### config.mk
export PLATFORM = sky130hd
export DESIGN_NAME = radix_integer_text_parser_top
export DESIGN_NICKNAME = d
export VERILOG_FILES = /design/src/rtl/ritp_pkg.sv /design/src/rtl/radix_integer_text_parser_top.sv /design/src/rtl/ritp_digit_mac.sv
export SDC_FILE = /design/constraint.sdc
export NUM_CORES = 2
export LEC_CHECK = 0
export ABC_AREA = 1
export ABC_CLOCK_PERIOD_IN_PS = 9200
export BUFFER_PORTS_ARGS = -buffer_cell sky130_fd_sc_hd__buf_2
export CORE_MARGIN = 5
export CORE_UTILIZATION = 34
export CTS_CLUSTER_SIZE = 30
export DETAILED_ROUTE_END_ITERATION = 16
export PLACE_DENSITY_LB_ADDON = 0.2
export SYNTH_ARGS = -nofsm -noshare
export SYNTH_HDL_FRONTEND = slang
export SYNTH_HIERARCHICAL = 1
export SYNTH_SLANG_ARGS = --single-unit
### constraint.sdc
create_clock -name clock -period 9.2 [get_ports clock]
set_input_delay 1.84 -clock clock [delete_from_list [all_inputs] [get_ports clock]]
set_output_delay 1.84 -clock clock [all_outputs]
set_load 0.02 [all_outputs]
### src/rtl/ritp_pkg.sv
// Shared types, constants and helper functions for the radix integer text parser.
// No dependencies.
package ritp_pkg;

   // Default sizes handed to the top level
   localparam int VALUE_BITS_DEF = 64;
   localparam int INDEX_BITS_DEF = 16;

   // Port widths
   localparam int CH_BITS       = 8;
   localparam int RADIX_BITS    = 6;
   localparam int VALUE_OUT     = 64;
   localparam int END_OUT       = 16;
   localparam int STATUS_BITS   = 2;
   localparam int REQ_DATA_BITS = 8;
   localparam int RSP_DATA_BITS = VALUE_OUT + END_OUT;
   localparam int CSR_ADDR_BITS = 3;
   localparam int CSR_DATA_BITS = 32;

   // Register map
   localparam logic [RADIX_BITS-1:0] RADIX_RESET = 6'd10;
   localparam logic [RADIX_BITS-1:0] RADIX_DEFAULT = 6'd10;
   localparam logic [RADIX_BITS-1:0] RADIX_MIN = 6'd2;
   localparam logic [RADIX_BITS-1:0] RADIX_MAX = 6'd36;

   // Character codes
   localparam logic [CH_BITS-1:0] CH_SPACE = 8'd32;
   localparam logic [CH_BITS-1:0] CH_TAB   = 8'd9;
   localparam logic [CH_BITS-1:0] CH_CR    = 8'd13;
   localparam logic [CH_BITS-1:0] CH_PLUS  = 8'd43;
   localparam logic [CH_BITS-1:0] CH_MINUS = 8'd45;
   localparam logic [CH_BITS-1:0] CH_ZERO  = 8'd48;
   localparam logic [CH_BITS-1:0] CH_NINE  = 8'd57;
   localparam logic [CH_BITS-1:0] CH_UC_A  = 8'd65;
   localparam logic [CH_BITS-1:0] CH_UC_Z  = 8'd90;
   localparam logic [CH_BITS-1:0] CH_LC_A  = 8'd97;
   localparam logic [CH_BITS-1:0] CH_LC_Z  = 8'd122;

   // Digit values fit 7 bits; NOT_DIGIT exceeds every legal base
   localparam int DIGIT_BITS = 7;
   localparam logic [DIGIT_BITS-1:0] NOT_DIGIT = 7'd99;
   localparam logic [DIGIT_BITS-1:0] LETTER_BASE = 7'd10;

   // Result status codes
   localparam logic [STATUS_BITS-1:0] STATUS_OK      = 2'd0;
   localparam logic [STATUS_BITS-1:0] STATUS_RANGE   = 2'd1;
   localparam logic [STATUS_BITS-1:0] STATUS_INVALID = 2'd2;

   // Parse phase, one-hot
   typedef enum logic [3:0] {
      PH_WS     = 4'b0001,
      PH_SIGN   = 4'b0010,
      PH_DIGITS = 4'b0100,
      PH_DONE   = 4'b1000
   } phase_type;

   // Flags from the digit multiply-accumulate unit
   typedef struct packed {
      logic is_digit;
      logic overflow;
   } mac_flags_type;

   // Value of a character as a digit, NOT_DIGIT if it is no digit or letter
   function automatic logic [DIGIT_BITS-1:0] digit_value(input logic [CH_BITS-1:0] ch);
      logic [DIGIT_BITS-1:0] d;
      d = NOT_DIGIT;
      if (ch >= CH_ZERO && ch <= CH_NINE) begin
         d = DIGIT_BITS'(ch - CH_ZERO);
      end else if (ch >= CH_UC_A && ch <= CH_UC_Z) begin
         d = DIGIT_BITS'(ch - CH_UC_A) + LETTER_BASE;
      end else if (ch >= CH_LC_A && ch <= CH_LC_Z) begin
         d = DIGIT_BITS'(ch - CH_LC_A) + LETTER_BASE;
      end
      return d;
   endfunction

   // Space, tab, LF, VT, FF and CR count as whitespace
   function automatic logic is_space(input logic [CH_BITS-1:0] ch);
      return (ch == CH_SPACE) || (ch >= CH_TAB && ch <= CH_CR);
   endfunction

endpackage

### src/rtl/radix_integer_text_parser_top.sv
// Radix integer text parser: character stream in, one parsed integer per string out.
// Depends on ritp_pkg and ritp_digit_mac.
//
// The block takes one character word per clock cycle on the req_ stream and keeps
// the parse state (phase, sign, magnitude, position, overflow) in registers; every
// word is finished in the cycle it is accepted, by one multiply-accumulate of the
// magnitude by the six-bit base plus a limit compare. A word with first set starts a
// new string and drops any unfinished one without a result. After blanks and sign,
// the first non-digit of the base, NUL included, places one result in the output
// register, where it appears on rsp_ the cycle after that character was accepted;
// an illegal base gives an invalid-status result at once. The output register lets
// a new word be accepted while a result drains, so the block sustains one character
// per cycle and stalls only when a result is held and rsp_tready is low. The base
// is set through the CSR port at byte address 0 and must only be changed while idle.
module radix_integer_text_parser_top import ritp_pkg::*; #(
   parameter int VALUE_BITS = VALUE_BITS_DEF,
   parameter int INDEX_BITS = INDEX_BITS_DEF
) (
   input  logic                     clock,
   input  logic                     reset,
   // Input stream
   input  logic                     req_tvalid,
   output logic                     req_tready,
   input  logic [REQ_DATA_BITS-1:0] req_tdata,   // [7:0] ch
   input  logic                     req_tuser,   // [0] first
   // Result stream
   output logic                     rsp_tvalid,
   input  logic                     rsp_tready,
   output logic [RSP_DATA_BITS-1:0] rsp_tdata,   // [63:0] value, [79:64] end_index
   output logic [STATUS_BITS-1:0]   rsp_tuser,   // [1:0] status
   // Configuration port
   input  logic                     csr_psel,
   input  logic                     csr_penable,
   input  logic                     csr_pwrite,
   input  logic [CSR_ADDR_BITS-1:0] csr_paddr,
   input  logic [CSR_DATA_BITS-1:0] csr_pwdata,
   output logic [CSR_DATA_BITS-1:0] csr_prdata,
   output logic                     csr_pready
);

   localparam int POS_WIDE = (INDEX_BITS > END_OUT) ? INDEX_BITS : END_OUT;
   localparam logic [INDEX_BITS-1:0] POS_MAX = {INDEX_BITS{1'b1}};

   // Configuration
   logic [RADIX_BITS-1:0] radix_ff;
   logic                  csr_write;

   // Parse state
   phase_type             phase_ff, phase_in;
   logic                  negative_ff, negative_in;
   logic [VALUE_BITS-1:0] magnitude_ff, magnitude_in;
   logic [INDEX_BITS-1:0] position_ff, position_in;
   logic [INDEX_BITS-1:0] pos_digits_ff, pos_digits_in;
   logic                  overflowed_ff, overflowed_in;

   // Result register
   logic                     rsp_valid_ff;
   logic [RSP_DATA_BITS-1:0] rsp_data_ff, rsp_data_in;
   logic [STATUS_BITS-1:0]   rsp_user_ff, rsp_user_in;
   logic                     emit;

   // Step signals
   logic                  req_accept;
   logic [CH_BITS-1:0]    ch;
   logic [RADIX_BITS-1:0] base;
   logic                  base_bad;
   logic                  mac_negative;
   logic [VALUE_BITS-1:0] mac_magnitude;
   logic [VALUE_BITS-1:0] mac_next;
   mac_flags_type         mac_flags;

   // CSR write and read-back; only the radix register exists
   assign csr_pready = 1'b1;
   assign csr_write  = csr_psel & csr_penable & csr_pwrite & csr_pready;
   assign csr_prdata = csr_paddr[CSR_ADDR_BITS-1] ? '0 : CSR_DATA_BITS'(radix_ff);

   always_ff @(posedge clock) begin
      if (reset) begin
         radix_ff <= RADIX_RESET;
      end else if (csr_write && !csr_paddr[CSR_ADDR_BITS-1]) begin
         radix_ff <= csr_pwdata[RADIX_BITS-1:0];
      end
   end

   // Accept a word whenever the result register is free or draining
   assign req_tready = !rsp_valid_ff || rsp_tready;
   assign req_accept = req_tvalid && req_tready;
   assign ch         = req_tdata[CH_BITS-1:0];

   // Base check: zero means ten
   assign base     = (radix_ff == '0) ? RADIX_DEFAULT : radix_ff;
   assign base_bad = (base < RADIX_MIN) || (base > RADIX_MAX);

   // A new string sees cleared sign and magnitude
   assign mac_negative  = req_tuser ? 1'b0 : negative_ff;
   assign mac_magnitude = req_tuser ? '0 : magnitude_ff;

   ritp_digit_mac #(
      .VALUE_BITS(VALUE_BITS)
   ) u_digit_mac (
      .ch             (ch),
      .base           (base),
      .magnitude      (mac_magnitude),
      .negative       (mac_negative),
      .magnitude_next (mac_next),
      .flags          (mac_flags)
   );

   // Next parse state and result for the accepted word
   always_comb begin
      phase_type             ph;
      logic                  neg;
      logic [VALUE_BITS-1:0] mag;
      logic [INDEX_BITS-1:0] pos;
      logic [INDEX_BITS-1:0] pos_bumped;
      logic [INDEX_BITS-1:0] pos_dig;
      logic                  ovf;
      logic [VALUE_BITS-1:0] limit;
      logic [VALUE_BITS-1:0] res;
      logic [POS_WIDE-1:0]   end_wide;
      logic                  digit_path;

      ph  = req_tuser ? PH_WS : phase_ff;
      neg = mac_negative;
      mag = mac_magnitude;
      pos = req_tuser ? '0 : position_ff;
      pos_dig = req_tuser ? '0 : pos_digits_ff;
      ovf = req_tuser ? 1'b0 : overflowed_ff;
      pos_bumped = (pos < POS_MAX) ? pos + INDEX_BITS'(1) : pos;
      limit = (VALUE_BITS'(1) << (VALUE_BITS - 1)) - VALUE_BITS'(!neg);
      emit = 1'b0;
      digit_path = 1'b0;
      res = '0;
      rsp_user_in = STATUS_OK;
      end_wide = '0;

      unique case (ph)
         PH_DONE: begin
            // Idle: drop the word
         end
         PH_WS, PH_SIGN, PH_DIGITS: begin
            if (base_bad) begin
               emit = 1'b1;
               rsp_user_in = STATUS_INVALID;
               ph = PH_DONE;
            end else if (ph == PH_WS && is_space(ch)) begin
               pos = pos_bumped;
            end else if (ph == PH_WS && (ch == CH_PLUS || ch == CH_MINUS)) begin
               neg = (ch == CH_MINUS);
               ph  = PH_SIGN;
               pos = pos_bumped;
            end else begin
               digit_path = 1'b1;
            end
         end
         default: begin
            ph = PH_DONE;
         end
      endcase

      if (digit_path) begin
         if (mac_flags.is_digit) begin
            // Accumulate, or latch overflow and keep counting digits
            if (!ovf) begin
               if (mac_flags.overflow) begin
                  ovf = 1'b1;
               end else begin
                  mag = mac_next;
               end
            end
            pos     = pos_bumped;
            pos_dig = pos_bumped;
            ph      = PH_DIGITS;
         end else begin
            // Terminator: report the parsed value
            emit = 1'b1;
            if (ph == PH_DIGITS) begin
               end_wide = POS_WIDE'(pos_dig);
               if (ovf) begin
                  res = neg ? VALUE_BITS'(0) - limit : limit;
                  rsp_user_in = STATUS_RANGE;
               end else begin
                  res = neg ? VALUE_BITS'(0) - mag : mag;
               end
            end
            ph = PH_DONE;
         end
      end

      phase_in      = ph;
      negative_in   = neg;
      magnitude_in  = mag;
      position_in   = pos;
      pos_digits_in = pos_dig;
      overflowed_in = ovf;
      rsp_data_in   = {end_wide[END_OUT-1:0], VALUE_OUT'($signed(res))};
   end

   // Advance the parse state on each accepted word
   always_ff @(posedge clock) begin
      if (reset) begin
         phase_ff      <= PH_DONE;
         negative_ff   <= 1'b0;
         magnitude_ff  <= '0;
         position_ff   <= '0;
         pos_digits_ff <= '0;
         overflowed_ff <= 1'b0;
      end else if (req_accept) begin
         phase_ff      <= phase_in;
         negative_ff   <= negative_in;
         magnitude_ff  <= magnitude_in;
         position_ff   <= position_in;
         pos_digits_ff <= pos_digits_in;
         overflowed_ff <= overflowed_in;
      end
   end

   // Hold the result until it is taken
   always_ff @(posedge clock) begin
      if (reset) begin
         rsp_valid_ff <= 1'b0;
      end else if (req_accept && emit) begin
         rsp_valid_ff <= 1'b1;
      end else if (rsp_tready) begin
         rsp_valid_ff <= 1'b0;
      end
   end

   always_ff @(posedge clock) begin
      if (req_accept && emit) begin
         rsp_data_ff <= rsp_data_in;
         rsp_user_ff <= rsp_user_in;
      end
   end

   assign rsp_tvalid = rsp_valid_ff;
   assign rsp_tdata  = rsp_data_ff;
   assign rsp_tuser  = rsp_user_ff;

endmodule

### src/rtl/ritp_digit_mac.sv
// Digit classification and multiply-accumulate by the base, with overflow check.
// Depends on ritp_pkg.
module ritp_digit_mac import ritp_pkg::*; #(
   parameter int VALUE_BITS = VALUE_BITS_DEF
) (
   input  logic [CH_BITS-1:0]    ch,
   input  logic [RADIX_BITS-1:0] base,
   input  logic [VALUE_BITS-1:0] magnitude,
   input  logic                  negative,
   output logic [VALUE_BITS-1:0] magnitude_next,
   output mac_flags_type         flags
);

   // Product grows by the base width plus the digit carry
   localparam int WIDE_BITS = VALUE_BITS + DIGIT_BITS;

   logic [DIGIT_BITS-1:0] digit;
   logic [WIDE_BITS-1:0]  acc;
   logic [WIDE_BITS-1:0]  limit;

   // Classify the character against the base
   assign digit          = digit_value(ch);
   assign flags.is_digit = digit < {1'b0, base};

   // Accumulate magnitude * base + digit at full width
   assign acc = WIDE_BITS'(magnitude) * WIDE_BITS'(base) + WIDE_BITS'(digit);

   // Limit is 2^(VALUE_BITS-1) for negatives, one less otherwise
   assign limit = (WIDE_BITS'(1) << (VALUE_BITS - 1)) - WIDE_BITS'(!negative);

   assign flags.overflow = acc > limit;
   assign magnitude_next = acc[VALUE_BITS-1:0];

endmodule

==> summary.txt <==
Logic synthesis
  • Synthesized instance count: 5,001
  • Post-synth ARST share: 0%
  • Synth Cell Area: 0.0316 sq mm
  • Post-synth top cells: 1,791 x nand2_1, 816 x inv_1, 309 x nor2_1
  • Synth top area share: 21.3%
  • XOR/XNOR Fraction of Synth Area: 2.77%
  • Most frequent cell after synthesis: nand2_1
  • Synth Area in Adders: 25.0%
  • Post-synth EDFFs: 82
  • Largest family of logic cells by synthesized area: simple AND/OR/NAND/NOR gates
  • Proportion of synthesized area in mux cells: 0%
  • Post-Synth Simple-Gate Area: 32.2%
  • Synth warn: 6
  • Sequential area share after synthesis: 14.7%
  • Post-synth top flop: dfxtp_1
  • Distinct cells, synth: 58
  • #FFs+latches synth: 191
  • Largest cells by area after synthesis: nand2_1 21%, fa_1 16%, inv_1 9.7%
  • Avg Inst Size Synth: 6.32 sq um
  • Synth area leader: nand2_1
  • Compound-Gate Fraction of Synth Area: 11.6%

Global routing
  • Maximum number of pins on one net before global-route repair: 97
  • Global-route wire length before repair: 176,000 microns
  • GRT overflow: 0
  • GRT Total Usage: 22.5%
  • Initial antenna violation count: 5
  • Number of global-route vias before repair: 30,600

Pwr
  • VDD IR max: 0.129 mV
  • Static leakage: 21.5 nW
  • Pwr/cell area: 59.7 mW/mm^2

STA
  • Least-Margin Pin Slew: 1.14 ns
  • TNS Setup: -0.473 ns
  • FMAX: 108 MHz
  • Slew HR: 24.1%
  • # setup viols final: 18
  • Worst setup margin: -0.0666 ns
  • RSZ-0062 raised after global routing: true
  • Clock skew: 0.0150 ns
  • Final Hold Vio Count: 0
  • Period utilisation layout: 101%
  • Final Slew Violations: 0
  • Fin crit period: 9.27 ns

Drt
  • DR vias: 32,400
  • DR WL/cell: 16.6 microns
  • DR DRC count: 0
  • Total Routed Length: 112,000 microns
  • Drt pass-1 iters: 6
  • Final ANT Viol Nets: 0
  • Via/cell ratio: 4.79
  • Starting DRT DRC Count: 2,490

Critical path
  • CP peak stage delay: 0.53 ns
  • Crit path max fanout: 18
  • Crit end category: flop
  • CP Class: in2reg
  • R2R Setup Slk: 0.87 ns
  • Worst EP required: 9.61 ns
  • Cell mode on critical path: nand2_1
  • Worst Setup Start Kind: input pin
  • CP max stage cell: fa_1
  • Worst Path Arrival: 9.67 ns

Cells and area
  • Final Non-Filler Cells: 6,763
  • Share of cells above drive strength 1: 16.3%
  • Fillers: 9,953
  • Diodes inserted: 0
  • Area growth syn-to-layout: 20.9%
  • Nets: 6,038

Place
  • Port Buffer Count: 112
  • Post-Place Setup Slack: -0.564 ns
  • Routability cong.: 0.958
  • Hpwl dp: 90,100 microns
  • Cell Count Post-Placement: 6,723

CTS
  • Clock-pin transition on the worst setup and hold timing paths: 0.09 ns
  • TritonCTS Buffers: 17
  • Clock Path Buffers: 2
  • Latest clock arrival within the worst-skew pair: 0.49 ns
  • CTS tree: done
  • Post-CTS Hold Buffers: 0
  • Clk sink count: 191
  • H-tree levels: 4
  • Clock root buffer: clkbuf_16

Die
  • Starting Density: 34.3%
  • FP Rows: 111
  • I/O pins: 168
  • Total die area: 0.0991 sq mm
  • Die height: 315 microns
  • Die X: 315 microns
  • Core area: 0.0919 sq mm

Outcome
  • Failing checks: setup timing
  • Status: complete, but fails checks

Flow run
  • Max-Cap Viols: 0

Min path
  • Worst min path class: reg2reg
-- cells by family after synthesis --
| kind of cell | after synthesis |
|---|---|
| other | 2 |
| XOR/XNOR | 100 |
| flip-flops | 191 |
| buffers and inverters | 1064 |
| adder cells (fa/ha/maj) | 480 |
| AO/OA/AOI/OAI | 690 |
| AND/OR/NAND/NOR | 2474 |
-- per-layer routing --
layer  up-vias  GRT usage [%]  routed length, microns
met2       837           37.9                   52000
met5         -              0                       0
met1     15100           31.9                   52100
met4         0           3.79                    1830
li1      16400              -                       -
met3        77           2.33                    6520
-- state kept, by name, summed over array words and instances, names as in the netlist --
signal         count
rsp_tvalid         1
rsp_tuser          2
rsp_tdata         80
phase_ff           4
magnitude_ff      64
pos_digits_ff     16
radix_ff           6
overflowed_ff      1
position_ff       16
negative_ff        1
-- layout make-up --
class | instances | area (sq um) | share of cell area, %
repair buffers | 682 | 5230 | 13.7
clock inverters | 15 | 220 | 0.577
clock buffers | 17 | 425 | 1.11
multi-input cells | 3771 | 22900 | 60.0
flip-flops and latches | 191 | 4650 | 12.2
well taps | 1243 | 1560 | 4.07
inverters | 844 | 3190 | 8.35
-- power by group --
| part | internal, mW | total, mW | switching (mW) |
|---|---|---|---|
| combinational | 0.167 | 0.535 | 0.369 |
| sequential | 0.903 | 0.913 | 0.0102 |
| clock | 0.382 | 0.830 | 0.447 |
-- what timing repair did --
action                                 in CTS  in global routing
pin swaps                                   0                  6
endpoints found under the hold margin       0                  0
resized for setup                           5                 29
setup buffers                               0                  8
setup endpoints to repair                  28                 65
gates cloned                                0                  0
-- worst max-delay path, delay by kind of cell --
kind            cells  cell delay (ns)
fa+ha+maj           6             2.43
xor+xnor            1             0.09
buf+inv            16             2.07
simple gates       23             2.43
compound gates      6             0.79
-- through the flow --
step	power [mW]	instance area [sq um]	hold slack [ns]	utilization, %
after global routing	2.38	38200	0.493	41.5
after CTS	2.28	38000	0.465	41.3
after global placement	1.46	37300	0.450	40.6
final	2.28	38200	0.466	41.5
after floorplan	1.27	31700	0.440	-
after detailed placement	1.46	37300	0.451	40.6
-- final timing paths --
kind	start	endpoint	cells past startpoint
setup / recovery	req_tuser	magnitude_ff[28]	52
hold / removal	pos_digits_ff[5]	pos_digits_ff[5]	2
setup reg to reg	radix_ff[1]	magnitude_ff[28]	47
hold reg to reg	pos_digits_ff[5]	pos_digits_ff[5]	2
-- cell usage in the layout, fill, tap and decap left out, types with 7 or more instances in the layout --
cell,count
a21oi_1,264
buf_12,31
xor2_1,71
nand4_1,32
buf_2,111
nand3b_1,9
nor3_2,7
xnor2_1,26
o21ai_1,65
a21o_1,8
nand3_1,193
a21oi_2,8
inv_2,25
nand2_1,1786
fa_1,253
nor3_1,18
nor2_1,304
dfxtp_1,105
o21ai_0,286
nand2_2,41
buf_4,539
ha_1,223
nand3_2,10
o21ai_2,15
clkbuf_16,17
nand2_4,7
o211ai_1,7
edfxtp_1,82
conb_1,27
o21bai_1,18
inv_1,810
nor2_2,34
No activity file was read; power rests on OpenSTA's default activity.
